===== src/swcg_pkg.sv =====
package swcg_pkg;

  // Field and register widths
  localparam int IDX_W     = 10;
  localparam int SIZE_W    = 11;
  localparam int WEIGHT_W  = 16;
  localparam int FRAC_BITS = 15;
  localparam int MAX_SIZE  = 1024;
  localparam int TDATA_IN_W = 24;
  localparam int APB_ADDR_W = 4;
  localparam int APB_DATA_W = 32;

  localparam logic [SIZE_W-1:0] MAX_SIZE_V = SIZE_W'(MAX_SIZE);

  // Q30 constants
  localparam logic [30:0] Q30_ONE = 31'd1073741824;
  localparam logic [31:0] PI_Q30  = 32'd3373259426;
  localparam logic [31:0] HAM_A   = 32'd82377473;
  localparam logic [31:0] HAM_B   = 32'd991364351;

  // Rounding of the Q60 product down to FRAC_BITS
  localparam int ROUND_SHIFT = 60 - FRAC_BITS;

  // Pipeline shape of one axis unit
  localparam int DIV_BITS     = 32;
  localparam int DIV_PER_STG  = 2;
  localparam int DIV_STAGES   = DIV_BITS / DIV_PER_STG;
  localparam int HORNER_STEPS = 6;
  localparam int AXIS_LAT     = DIV_STAGES + 3 * HORNER_STEPS + 5;

  // Request queue
  localparam int QUEUE_DEPTH = 4;
  localparam int QPTR_W      = $clog2(QUEUE_DEPTH);

  // Horner divisors 2k(2k+1) for k = 6 down to 1, and floor(2^32 / divisor)
  localparam logic [7:0] HORNER_DIV [HORNER_STEPS] = '{
    8'd156, 8'd110, 8'd72, 8'd42, 8'd20, 8'd6
  };
  localparam logic [31:0] HORNER_RECIP [HORNER_STEPS] = '{
    32'd27531841, 32'd39045157, 32'd59652323,
    32'd102261126, 32'd214748364, 32'd715827882
  };

  typedef enum logic [1:0] {
    MODE_RECT    = 2'd0,
    MODE_HAMMING = 2'd1,
    MODE_HANN    = 2'd2,
    MODE_SINE    = 2'd3
  } mode_t;

  // Register indexes (byte address / 4)
  localparam logic [1:0] REG_WIDTH  = 2'd0;
  localparam logic [1:0] REG_HEIGHT = 2'd1;
  localparam logic [1:0] REG_MODE   = 2'd2;

  // Classified request handed from the front end to the back end
  typedef struct packed {
    logic [IDX_W-1:0] row_m;
    logic [IDX_W-1:0] row_last;
    logic [IDX_W-1:0] col_m;
    logic [IDX_W-1:0] col_last;
    logic             oor;
    logic             row_unity;
    logic             col_unity;
  } req_t;

endpackage


===== src/swcg_queue.sv =====
module swcg_queue (
  input  logic           clk,
  input  logic           rst,
  input  logic           push,
  input  swcg_pkg::req_t push_data,
  output logic           full,
  input  logic           pop,
  output swcg_pkg::req_t head,
  output logic           nonempty
);
  import swcg_pkg::*;

  req_t              mem [QUEUE_DEPTH];
  logic [QPTR_W-1:0] wr_ptr;
  logic [QPTR_W-1:0] rd_ptr;
  logic [QPTR_W:0]   count;
  logic              do_push;
  logic              do_pop;

  assign full     = (count == (QPTR_W+1)'(QUEUE_DEPTH));
  assign nonempty = (count != '0);
  assign do_push  = push && !full;
  assign do_pop   = pop && nonempty;
  assign head     = mem[rd_ptr];

  always_ff @(posedge clk) begin
    if (do_push) begin
      mem[wr_ptr] <= push_data;
    end
  end

  always_ff @(posedge clk) begin
    if (rst) begin
      wr_ptr <= '0;
      rd_ptr <= '0;
      count  <= '0;
    end else begin
      if (do_push) begin
        wr_ptr <= wr_ptr + QPTR_W'(1);
      end
      if (do_pop) begin
        rd_ptr <= rd_ptr + QPTR_W'(1);
      end
      unique case ({do_push, do_pop})
        2'b10:   count <= count + (QPTR_W+1)'(1);
        2'b01:   count <= count - (QPTR_W+1)'(1);
        default: count <= count;
      endcase
    end
  end

endmodule


===== config.mk =====
export PLATFORM = sky130hd
export DESIGN_NAME = swcg_queue
export DESIGN_NICKNAME = d
export VERILOG_FILES = /design/src/swcg_pkg.sv /design/src/swcg_queue.sv
export SDC_FILE = /design/constraint.sdc
export NUM_CORES = 1
export LEC_CHECK = 0
export BUFFER_PORTS_ARGS = -buffer_cell sky130_fd_sc_hd__buf_2
export CAP_MARGIN = 5
export CORE_MARGIN = 5
export CORE_UTILIZATION = 45
export DETAILED_ROUTE_END_ITERATION = 16
export GPL_ROUTABILITY_DRIVEN = 0
export PLACE_DENSITY = 0.75
export SLEW_MARGIN = 30
export SYNTH_ARGS = -nofsm -noshare
export SYNTH_HDL_FRONTEND = slang
export SYNTH_SLANG_ARGS = --single-unit

===== constraint.sdc =====
create_clock -name clk -period 2.5 [get_ports clk]
set_input_delay 0.25 -clock clk [delete_from_list [all_inputs] [get_ports clk]]
set_output_delay 0.25 -clock clk [all_outputs]
set_load 0.02 [all_outputs]

==> reports/qor.yml <==
clock_tree:
  clk_pin_slew_ps: 60
  cts_sinks: 181
  clk-insertion-delay-late_ps: 420
  cts.htree.levels: 4
  root_buffer: "clkbuf_16"
  cts_setup_buffers: 0
  cts-buffers-inserted: 17
  ctsLongestPathBuffers: 2
  cts_hold_buf: 0
  cts_resized: 0
  cts_tree: "yes"
final_layout:
  drive_above_1_share_pct: 44.8
  area_growth_syn_to_layout_pct: 19.8
  fin_nets: 442
  fin_util_pct: 55.3
critical_path:
  path_cells: "buf_4 > mux4_1 > buf_2"
  crit_arrival_ps: 2050
  worstSetupStartpointType: "flip-flop"
  cp_data_required_time_ps: 2250
  critPathKind: "reg2out"
  critical_path_buf_inv_count: 2
  crit_slowest_cell: "dfxtp_4"
  end_kind: "primary output"
  slowest_delay_ps: 600
  cpLargestDelayFamily: "flip-flops"
  crit_fanout: 21
power_and_ir_drop:
  internal_power_mw: 6.34
  cellPowerDensity_nw_per_um2: 1070
  swShare_pct: 26.5
  p_clk_share_pct: 32.9
  p_leak_nw: 2.77
  combPwrFrac_pct: 22.9
  pwr-share-seq_pct: 44.2
  power.switching_mw: 2.28
  ir_drop_v: 0.000621
logic_synthesis:
  syn-num-nets: 330
  ys_ff_latch: 181
  synthArstFlopShare_pct: 0
  ys_types: 24
  ys.flop_type: "edfxtp_1"
  yosys.area_share.simple_pct: 1.41
  syn_avg_cell_area_um2: 24.3
  synth_compound_area_share_pct: 0.632
  seq_area_frac_synth_pct: 79.4
  synth_edf_count: 172
  yosysTopAreaCellShare_pct: 76.7
  yosysWarnings: 0
  synth_top_area_cell: "edfxtp_1"
  synth_top_family_by_area: "multiplexers"
  netlist_top_cells_count: "edfxtp_1 (172), mux4_2 (40), dfxtp_1 (9), inv_1 (7), nor2_1 (7)"
  synth_mux_area_share_pct: 14.7
  synthTopCellsByArea: "edfxtp_1 (77%), mux4_2 (13%), dfxtp_1 (2.7%)"
  synth-xor-area-share_pct: 0.520
  synthAdderAreaFrac_pct: 1.23
  synth.most_common_cell: "edfxtp_1"
  syn_area_um2: 6740
  synthCells: 277
drt:
  drc: 0
  ant_nets: 0
  avgRoutedWirePerCell_um: 20.0
  vias: 3066
  drt_iter0_markers: 167
  drt-vias-per-instance: 5.22
  drt_first_pass_iters: 4
  wl_um: 11800
sta:
  slew_headroom_pct: 61.1
  final-hold-violation-count: 0
  fin_setup_tns_ps: 0
  fmax_ghz: 0.435
  finalSetupViolCount: 0
  drv_slew: 0
  rsz0062_at_grt: "no"
  skew_ps: 5.01
  min_period_ps: 2300
  worst_slew_pin_slew_ps: 576
  min_period_over_period_pct: 91.9
grt:
  track_usage_pct: 14.1
  grt_pass1_vias: 3373
  antenna_found_initial: 1
  grt-ovfl-total: 0
  grt_pass1_wl_um: 18500
  grt_max_degree: 31
outcome:
  status: "finished clean"
floorplan:
  die_area_um2: 17500
  core_area_um2: 14600
  ios: 92
  die_w_um: 132
  start_util_pct: 46.2
  die_height_um: 132
  num_rows: 44
placed_design:
  dp_hpwl_um: 7430
  io_buffers: 91
job:
  cap_viol_max_count: 0
hold_path:
  hold_path_class: "in2reg"
## worst reg2reg max path, cell delays in order (launching register included)
cell and delay (ps):
dfxtp_1 400, nor3b_2 290, nor2_1 150, inv_1 90, ha_1 180, inv_1 80, fa_1 390, xor2_1 170
or3_1 310, a21oi_1 150
## metrics by stage
step	power [mW]	hold slack, ps	instances	cell area [µm²]	setup WS [ps]
2_1_floorplan	5.35	349	277	6740	244
4_1_cts	8.76	20.4	586	8060	97.6
3_3_place_gp	5.85	460	554	7420	470
6_report	8.63	45.9	587	8070	204
5_1_grt	9.03	18.6	586	8060	12.0
3_5_place_dp	5.91	471	554	7420	264
## layer usage
metal	share of wire [%]	vias to the layer above	global-route usage, %
met3	5.9	24	5.53
met1	42	1574	17.5
li1	-	1386	-
met4	2.2	2	5.88
met2	49	80	22.3
met5	0.17	-	0
## flip-flops by register name (all words and copies together), names as in the netlist, named ones only
register / flops
count: 3
mem: 172
rd_ptr: 2
wr_ptr: 2
## area by class of cell
class	count	area [µm²]
antenna	1	2.50
clock buffer	22	464
clock inverter	10	178
fill	1092	6520
inverter	7	26.3
multi-input combinational	78	1250
sequential	181	5350
tap	184	230
timing repair buffer	104	566
## logic make-up after synthesis
| family | count (synthesis) |
|---|---|
| buffers and inverters | 18 |
| and+or+nand+nor | 17 |
| DFF | 181 |
| adders and majority gates | 6 |
| muxes | 44 |
| xor gates and xnor gates | 4 |
| AOI/OAI and AO/OA | 7 |
## worst paths after layout
path               endpoint  cells past startpoint         start  slack [ps]
setup / recovery   head[33]                      3     flip-flop         200
hold / removal    mem[1][5]                      1  push_data[5]          50
setup reg to reg   count[2]                      9      count[2]         220
hold reg to reg   wr_ptr[1]                      2     wr_ptr[1]         530
## power by group through the flow
stage	Combinational (mW)	Sequential, mW	Clock, mW
detailed placement	2.02	3.89	0
global route	2.12	3.86	3.04
CTS	2.02	3.83	2.91
finish	1.97	3.82	2.84
floorplan	1.60	3.75	0
global placement	1.98	3.87	0
## cells in the final DEF (no fill, tap or decap), types with 2 or more instances in the layout
master,Yosys,layout
clkbuf_8,0,2
clkbuf_1,1,3
bufinv_16,0,5
inv_1,7,7
mux4_2,40,40
buf_2,4,91
buf_4,0,12
and2_2,0,4
nor2_1,7,7
o21ai_0,2,2
nand2b_1,2,2
a21oi_1,3,3
edfxtp_1,172,172
xor2_1,3,3
ha_1,5,5
clkbuf_16,0,17
mux4_1,3,3
clkinv_2,0,4
dfxtp_1,9,7
or3_1,3,3
No activity file was read; power rests on OpenSTA's default activity.
