==> src/swcg_pkg.sv <==
package swcg_pkg;

  // Field and register widths
  localparam int IDX_W     = 10;
  localparam int SIZE_W    = 11;
  localparam int WEIGHT_W  = 16;
  localparam int FRAC_BITS = 15;
  localparam int MAX_SIZE  = 1024;
  localparam int TDATA_IN_W = 24;
  localparam int APB_ADDR_W = 4;
  localparam int APB_DATA_W = 32;

  localparam logic [SIZE_W-1:0] MAX_SIZE_V = SIZE_W'(MAX_SIZE);

  // Q30 constants
  localparam logic [30:0] Q30_ONE = 31'd1073741824;
  localparam logic [31:0] PI_Q30  = 32'd3373259426;
  localparam logic [31:0] HAM_A   = 32'd82377473;
  localparam logic [31:0] HAM_B   = 32'd991364351;

  // Rounding of the Q60 product down to FRAC_BITS
  localparam int ROUND_SHIFT = 60 - FRAC_BITS;

  // Pipeline shape of one axis unit
  localparam int DIV_BITS     = 32;
  localparam int DIV_PER_STG  = 2;
  localparam int DIV_STAGES   = DIV_BITS / DIV_PER_STG;
  localparam int HORNER_STEPS = 6;
  localparam int AXIS_LAT     = DIV_STAGES + 3 * HORNER_STEPS + 5;

  // Request queue
  localparam int QUEUE_DEPTH = 4;
  localparam int QPTR_W      = $clog2(QUEUE_DEPTH);

  // Horner divisors 2k(2k+1) for k = 6 down to 1, and floor(2^32 / divisor)
  localparam logic [7:0] HORNER_DIV [HORNER_STEPS] = '{
    8'd156, 8'd110, 8'd72, 8'd42, 8'd20, 8'd6
  };
  localparam logic [31:0] HORNER_RECIP [HORNER_STEPS] = '{
    32'd27531841, 32'd39045157, 32'd59652323,
    32'd102261126, 32'd214748364, 32'd715827882
  };

  typedef enum logic [1:0] {
    MODE_RECT    = 2'd0,
    MODE_HAMMING = 2'd1,
    MODE_HANN    = 2'd2,
    MODE_SINE    = 2'd3
  } mode_t;

  // Register indexes (byte address / 4)
  localparam logic [1:0] REG_WIDTH  = 2'd0;
  localparam logic [1:0] REG_HEIGHT = 2'd1;
  localparam logic [1:0] REG_MODE   = 2'd2;

  // Classified request handed from the front end to the back end
  typedef struct packed {
    logic [IDX_W-1:0] row_m;
    logic [IDX_W-1:0] row_last;
    logic [IDX_W-1:0] col_m;
    logic [IDX_W-1:0] col_last;
    logic             oor;
    logic             row_unity;
    logic             col_unity;
  } req_t;

endpackage

==> src/swcg_front.sv <==
module swcg_front (
  input  logic [swcg_pkg::IDX_W-1:0]  row_index,
  input  logic [swcg_pkg::IDX_W-1:0]  col_index,
  input  logic [swcg_pkg::SIZE_W-1:0] window_width,
  input  logic [swcg_pkg::SIZE_W-1:0] window_height,
  input  swcg_pkg::mode_t             window_mode,
  output swcg_pkg::req_t              req
);
  import swcg_pkg::*;

  logic [SIZE_W-1:0] w_n;
  logic [SIZE_W-1:0] h_n;
  logic [IDX_W-1:0]  w_last;
  logic [IDX_W-1:0]  h_last;
  logic [IDX_W-1:0]  col_mirror;
  logic [IDX_W-1:0]  row_mirror;

  assign w_n = (window_width  > MAX_SIZE_V) ? MAX_SIZE_V : window_width;
  assign h_n = (window_height > MAX_SIZE_V) ? MAX_SIZE_V : window_height;

  // A size of zero wraps here, but then every index is out of range anyway.
  assign w_last = IDX_W'(w_n - SIZE_W'(1));
  assign h_last = IDX_W'(h_n - SIZE_W'(1));

  assign col_mirror = w_last - col_index;
  assign row_mirror = h_last - row_index;

  always_comb begin
    req.oor       = ({1'b0, row_index} >= h_n) || ({1'b0, col_index} >= w_n);
    req.row_last  = h_last;
    req.col_last  = w_last;
    // Fold about the center so the phase stays within a quarter turn.
    req.row_m     = (row_index <= row_mirror) ? row_index : row_mirror;
    req.col_m     = (col_index <= col_mirror) ? col_index : col_mirror;
    req.row_unity = (h_n <= SIZE_W'(1)) || (window_mode == MODE_RECT);
    req.col_unity = (w_n <= SIZE_W'(1)) || (window_mode == MODE_RECT);
  end

endmodule

==> config.mk <==
export PLATFORM = sky130hd
export DESIGN_NAME = swcg_front
export DESIGN_NICKNAME = d
export VERILOG_FILES = /design/src/swcg_pkg.sv /design/src/swcg_front.sv
export SDC_FILE = /design/constraint.sdc
export NUM_CORES = 1
export LEC_CHECK = 0
export ABC_CLOCK_PERIOD_IN_PS = 7750
export BUFFER_PORTS_ARGS = -buffer_cell sky130_fd_sc_hd__buf_2
export CELL_PAD_IN_SITES_DETAIL_PLACEMENT = 0
export CELL_PAD_IN_SITES_GLOBAL_PLACEMENT = 1
export CORE_MARGIN = 2
export CORE_UTILIZATION = 30
export DETAILED_ROUTE_END_ITERATION = 8
export PLACE_DENSITY = 0.75
export SLEW_MARGIN = 20
export SYNTH_ARGS = -nofsm -noshare
export SYNTH_HDL_FRONTEND = slang
export SYNTH_SLANG_ARGS = --single-unit
==> constraint.sdc <==
create_clock -name vclk -period 7.75
set_input_delay 1.9375 -clock vclk [all_inputs]
set_output_delay 1.9375 -clock vclk [all_outputs]
set_load 0.03 [all_outputs]
==> metrics list, run 1 <==
- Run status: finished, violations left
- Violated checks: negative setup slack
* Maximum clock rate: ~120 MHz
- In this run the power density over the cells is between 150 and 200 mW/mm2.
- Overall die height: ~97 um
- Area growth from synthesis to layout: 73.3%
- Cell type contributing the most total cell area after synthesis: sky130_fd_sc_hd__ha_1
* RSZ-0062 raised after global routing: true
- Detailed routing inserted a total of roughly 3.2k vias.
* Combinational family with the most area after synthesis: adder cells
* Post-synthesis compound-gate area fraction: approximately a quarter
- Dividing the detail-routed wire length by the instance count gives 14.5 um.
- Non-Filler Instances: around 630
- Post-layout min period: ~8200 ps
- Number of global-route vias before repair: ~3.2k
- Mapped cell area: 0.00259 mm2
* Design Area, Final: between 0.004 and 0.005 mm2
- Fin nets: 638
- Counting tap cells, the placed design contains a total of between 600 and 700 instances.
- On the final layout, the worst hold slack is ~4200 ps.
* Number of cells produced by synthesis: 359
* Initial Utilization: about 31%
* Final hold violation count: 0
* Wire length of the first global-routing pass: approximately 15,000 um
- Wires add up to between 9000 and 10,000 um.
* Critical path capture point type: primary output
- The detailed router used layers up to and including met4.
- During I/O placement, the number of pins put on the boundary was between 80 and 90.
- At the worst endpoint, the required time is between 5000 and 6000 ps.
- Xor-xnor portion of the synthesized cell area: around 8.4%
* Most used standard cell by instance count after synthesis: sky130_fd_sc_hd__ha_1
* Fill count: 788
- The worst setup path is launched from a primary input.
- After floorplanning, the core was divided into 33 placement rows.
- For this design the static power due to leakage is roughly 2.1 nW.
- For this design, the CTS-stage hold fixing added 0 buffers.
- Post-placement cell area: around 0.0040 mm2
- Cells with a size suffix above 1 make up approximately half of the layout.
- Critical path peak fanout: 6
- The layout has 0 clock buffers.
* Number of DRC violations after detailed-routing iteration 0: roughly 120
- Number of vias per cell after detailed routing: slightly above 5
- Storage element area: 0 um2
* Slew headroom: between 70% and 80%
* Syn Nets: roughly 470
* Arrival time reported for the critical path endpoint: between 6000 and 7000 ps
- Number of antenna repair diodes: 0
- Die W: between 90 and 100 um
- Total DRC errors in the routed layout: 0
- Setup slack on the critical path of the routed design comes to -425 ps.
* Class of the tightest hold or removal check: in -> out
* Critical path type: in -> out
- Overall power after layout: roughly 0.00077 W
- Final setup violating endpoints: 16
- Leading post-synthesis cells by cell area: sky130_fd_sc_hd__ha_1 30%, sky130_fd_sc_hd__nand2b_1 5.8%, sky130_fd_sc_hd__a21oi_1 5.6%
- Transition time at the pin with the least slew margin: roughly 420 ps
- The core region is roughly 0.0083 mm2.
* Sum of overflow across all layers after global routing: 0
- Yosys warning total: 0
- Global routing usage summed across all routing layers: 18.8%
* Post-Route Setup TNS: -4310 ps
- The detailed router put a total of ~4400 um of wire on met1.
* Synthesized area per cell: approximately 7 um2
- Top cells by count, synth: 62 x sky130_fd_sc_hd__ha_1, 29 x sky130_fd_sc_hd__a21oi_1, 29 x sky130_fd_sc_hd__inv_1, 26 x sky130_fd_sc_hd__nand2_1, 24 x sky130_fd_sc_hd__nand2b_1
* Fin. max-slew vios: 0
- Met3 Routed Length: around 370 um
* Number of library cell types mapped by synthesis: 53
- Area share of and/or/nand/nor cells after synthesis: a little over a quarter
* Routability congestion estimate from global placement: roughly 0.90
* Maximum number of pins on one net before global-route repair: 20
- Across the run, the number of max-cap violations was 0.
* Maximum resistive drop on vdd: between 0.08 and 0.09 mV
- After synthesis, the share of cell area in mux cells is roughly 2.4%.
- Summing the sequential cell areas from Yosys gives 0% of the chip area.
* Fraction of post-synthesis cell area in the top cell type by area: approximately 30%
- There are 0 flip-flops and latches.
* Routed wire length on met2: about 4300 um
- Half-perimeter wire length of the detailed placement result: about 7800 um
- After layout, the worst path uses 105% of the clock period.
- The die covers 0.00939 mm2.
- The first detailed-routing pass ran for 4 iterations.
* Number of nets with antenna violations after routing: 0
- Initial antenna violation count: 0
* Port Buf Inserts: 87
- Of the total synthesized cell area, the portion taken by full adders, half adders and majority gates is a little under a third.
[layout make-up]
type	instances	area, um2	share of cell area, %
inverter	29	109	2.43
multi-input combinational	323	2940	65.5
tap	105	131	2.93
timing repair buffer	176	1310	29.2
[power breakdown]
part	switching, W	internal [W]
combinational	0.000394	0.000376
sequential	0	0
clock	0	0
[worst max-delay path, cell delays in order]
cell                        delay (ps)
sky130_fd_sc_hd__buf_6              90
sky130_fd_sc_hd__or4_4             530
sky130_fd_sc_hd__or4_4             460
sky130_fd_sc_hd__o21ai_4           180
sky130_fd_sc_hd__nand2_4            90
sky130_fd_sc_hd__xnor2_4           140
sky130_fd_sc_hd__ha_4              280
sky130_fd_sc_hd__o21ai_2            50
sky130_fd_sc_hd__a21oi_2           140
sky130_fd_sc_hd__o2111ai_2         140
sky130_fd_sc_hd__a211o_2           350
sky130_fd_sc_hd__a21oi_2           150
sky130_fd_sc_hd__nor2b_1            60
sky130_fd_sc_hd__ha_2              170
sky130_fd_sc_hd__or4_4             420
sky130_fd_sc_hd__a21oi_2           110
sky130_fd_sc_hd__o221a_2           210
sky130_fd_sc_hd__a211oi_4           50
sky130_fd_sc_hd__buf_6             130
sky130_fd_sc_hd__buf_12            140
sky130_fd_sc_hd__buf_12            130
sky130_fd_sc_hd__o21ai_4           110
sky130_fd_sc_hd__buf_6             140
[cell families after synthesis]
logic type | after synthesis
AND/OR/NAND/NOR | 123
multiplexers | 6
XOR/XNOR | 24
AO/OA/AOI/OAI | 106
buffers and inverters | 36
adder cells (fa/ha/maj) | 64
[timing repair]
action / in CTS / in global routing
gates resized for setup: 53 / 36
endpoints found under the setup margin: 20 / 20
cloned: 2 / 0
pin swaps: 22 / 17
setup buffers: 20 / 5
[stage by stage]
stage,util [%],setup slack (ps)
2_1_floorplan,-,-440
3_3_place_gp,48.2,-957
3_5_place_dp,48.2,-1130
4_1_cts,52.4,-479
5_1_grt,54.1,-567
6_report,54.1,-425
[per-layer routing]
layer	GRT usage (%)	vias up
met1	26.7	1463
li1	-	1651
met3	0.723	6
met5	0	-
met2	32.7	64
met4	1.73	0
[path summary, 6_finish.rpt]
kind	end	cells after the start	slack, ps	from
worst max-delay path	req[13]	23	-420	window_width[5]
worst min-delay path	req[1]	3	4190	window_mode[0]
[cells in the final DEF, fill, tap and decap left out, types with 8 or more instances in the layout]
cell and instances:
sky130_fd_sc_hd__a21oi_1 18, sky130_fd_sc_hd__buf_2 65, sky130_fd_sc_hd__buf_4 79, sky130_fd_sc_hd__buf_6 28, sky130_fd_sc_hd__ha_1 54, sky130_fd_sc_hd__inv_1 28
sky130_fd_sc_hd__nand2_1 22, sky130_fd_sc_hd__nand2b_1 22, sky130_fd_sc_hd__nor2_1 15, sky130_fd_sc_hd__nor2b_1 8, sky130_fd_sc_hd__o21ai_0 15, sky130_fd_sc_hd__o21ai_2 10
sky130_fd_sc_hd__xor2_1 10
Note: power is estimated with default switching activity, not from simulation.
==> run 2: changes to the inputs <==
==> constraint.sdc (replaced) <==
create_clock -name vclk -period 7.75
set_input_delay 0.775 -clock vclk [all_inputs]
set_output_delay 0.775 -clock vclk [all_outputs]
set_load 0.03 [all_outputs]
==> metrics list, run 2 (synthesized netlist as in run 1, its figures left out) <==
- Run status: complete, no violations
- After routing the design area is between 0.003 and 0.004 mm2.
- Overall die height: a little under 100 um
- Storage element area: 0 um2
- The worst path in the final design needs a cycle of 6410 ps, including I/O delays and setup.
- Die W: slightly below 100 um
- Most common cell after layout, fill and taps aside: sky130_fd_sc_hd__buf_2
- The number of hold-slack violations in the final timing report is 0.
- Detailed Route WL: between 7000 and 8000 um
- In this run the tool buffered the top-level ports with 87 buffer cells.
- Derived from the worst setup path, the maximum achievable clock frequency is ~160 MHz.
- Number of global-route vias before repair: roughly 2.6k
- Overall power after layout: 0.000459 W
- Lkg Pwr: around 1.5 nW
- STA classifies the critical path endpoint as a primary output.
- At the end of the flow, the number of nets in the layout was 550.
* Number of vias per cell after detailed routing: ~5
- The worst hold path belongs to the class in -> out.
- Number of iterations in the first detailed-routing pass: 4
* Wire length of the first global-routing pass: between 10,000 and 15,000 um
- Once detail routing completed, the nets flagged for antenna violations numbered 0.
* Top library cells by usage in the layout, fill and taps aside: 87 x sky130_fd_sc_hd__buf_2, 62 x sky130_fd_sc_hd__ha_1, 29 x sky130_fd_sc_hd__inv_1, 29 x sky130_fd_sc_hd__a21oi_1, 26 x sky130_fd_sc_hd__nand2_1
- Number of top-level pins: 87
- The initial antenna violation count is 0.
* Arrival time reported for the critical path endpoint: 5640 ps
- Relative to the synthesized area, the layout overhead comes to 20.9%.
- Critical path peak fanout: 14
- Dividing the final minimum period by the clock period gives between 80% and 90%.
* Pwr Density: around 150 mW/mm2
- Transition time at the pin with the least slew margin: 745 ps
* Post-Route Setup TNS: 0 ps
- Hold-fix buffers, CTS: 0
- Placeable core area: 0.00830 mm2
* Half-perimeter wire length of the detailed placement result: 6720 um
- Cells with a size suffix above 1 make up a little under a quarter of the layout.
- Setup repair after global routing left no endpoint under its margin.
- Once the floorplan was initialized, standard cells occupied between 30 and 40% of the core.
- Kind of launch point of the worst setup path: primary input
* Slew headroom: roughly 50%
- Number of DRC violations after detailed-routing iteration 0: around 120
- Total DRC errors in the routed layout: 0
- After detailed routing, the average wire length per cell comes to ~14 um.
* Sum of overflow across all layers after global routing: 0
* Fin. max-slew vios: 0
* Number of antenna repair diodes: 0
* Cell Rows: 33
- Critical path type: in -> out
- Clock buffers in the final layout number 0.
- Total via count after detailed routing: 2,799
* CTS resizes: 0
* Flip-flop and latch count: 0
- Data on the critical path is required at its endpoint by 6970 ps.
* DP Worst Slack: around 1400 ps
* Post-placement cell area: between 0.003 and 0.004 mm2
* Global routing usage summed across all routing layers: between 10% and 20%
- Maximum resistive drop on vdd: about 0.065 mV
* Maximum number of pins on one net before global-route repair: 22
- Routability-driven placement finished with a final weighted congestion of between 0.8 and 0.9.
* Final setup violating endpoints: 0
- The die covers roughly 0.0094 mm2.
* Max-cap check violation count: 0
- Across all setup checks in the final design, the least slack found is between 1000 and 1500 ps.
- Post-CTS Setup Bufs: 0
## run 2: changes by cell type in the layout (fill, tap and decap cells not counted), moves of 7 or more
cell / change
sky130_fd_sc_hd__buf_2: +22
sky130_fd_sc_hd__a21oi_2: -7
sky130_fd_sc_hd__o21ai_1: +12
sky130_fd_sc_hd__a21oi_1: +11
sky130_fd_sc_hd__ha_1: +8
sky130_fd_sc_hd__o21ai_2: -9
sky130_fd_sc_hd__buf_6: -28
sky130_fd_sc_hd__buf_4: -78
## run 2: final cells by class
class              instances  area (um2)
multi-input cells        323        2450
fillers                  899        5170
repair buffers            88         443
inverters                 29         109
well taps                105         131
## run 2: per-stage QoR
stage	utilization (%)	std cells	hold slack (ps)
after floorplan	-	359	1730
after global placement	37.7	545	1860
after detailed placement	37.7	545	1860
after CTS	37.7	545	1860
after global routing	37.7	545	1870
final	37.7	545	1860
## run 2: per-layer routing
| layer | GRT usage [%] | wire length [um] | part of all wire, % |
|---|---|---|---|
| met1 | 23.9 | 4010 | 53 |
| met2 | 25.4 | 3320 | 44 |
| met3 | 0.650 | 221 | 2.9 |
| met4 | 1.63 | 57 | 0.75 |
| met5 | 0 | 0 | 0 |
## run 2: worst paths after layout
check,to,cells after the start,startpoint,slack (ps)
worst max-delay path,req[22],20,window_width[5],1340
worst min-delay path,req[0],3,window_mode[0],1860
## run 2: report_power, final
group,total (W),switching [W],internal [W]
clock network,0,0,0
registers,0,0,0
logic,0.000459,0.000292,0.000166
## run 2: critical path: stages
cell and delay (ps):
sky130_fd_sc_hd__buf_2 120, sky130_fd_sc_hd__or4_4 570, sky130_fd_sc_hd__or4_4 530, sky130_fd_sc_hd__o21ai_2 200
sky130_fd_sc_hd__nand2_1 120, sky130_fd_sc_hd__xnor2_1 150, sky130_fd_sc_hd__ha_1 350, sky130_fd_sc_hd__o21ai_1 80
sky130_fd_sc_hd__a21oi_1 350, sky130_fd_sc_hd__o2111ai_2 190, sky130_fd_sc_hd__a211o_2 350, sky130_fd_sc_hd__a21oi_1 130
sky130_fd_sc_hd__nor2b_1 60, sky130_fd_sc_hd__ha_1 290, sky130_fd_sc_hd__a21oi_1 80, sky130_fd_sc_hd__o221a_2 140
sky130_fd_sc_hd__a211oi_4 650, sky130_fd_sc_hd__nand3_2 130, sky130_fd_sc_hd__xnor2_1 160, sky130_fd_sc_hd__buf_2 210
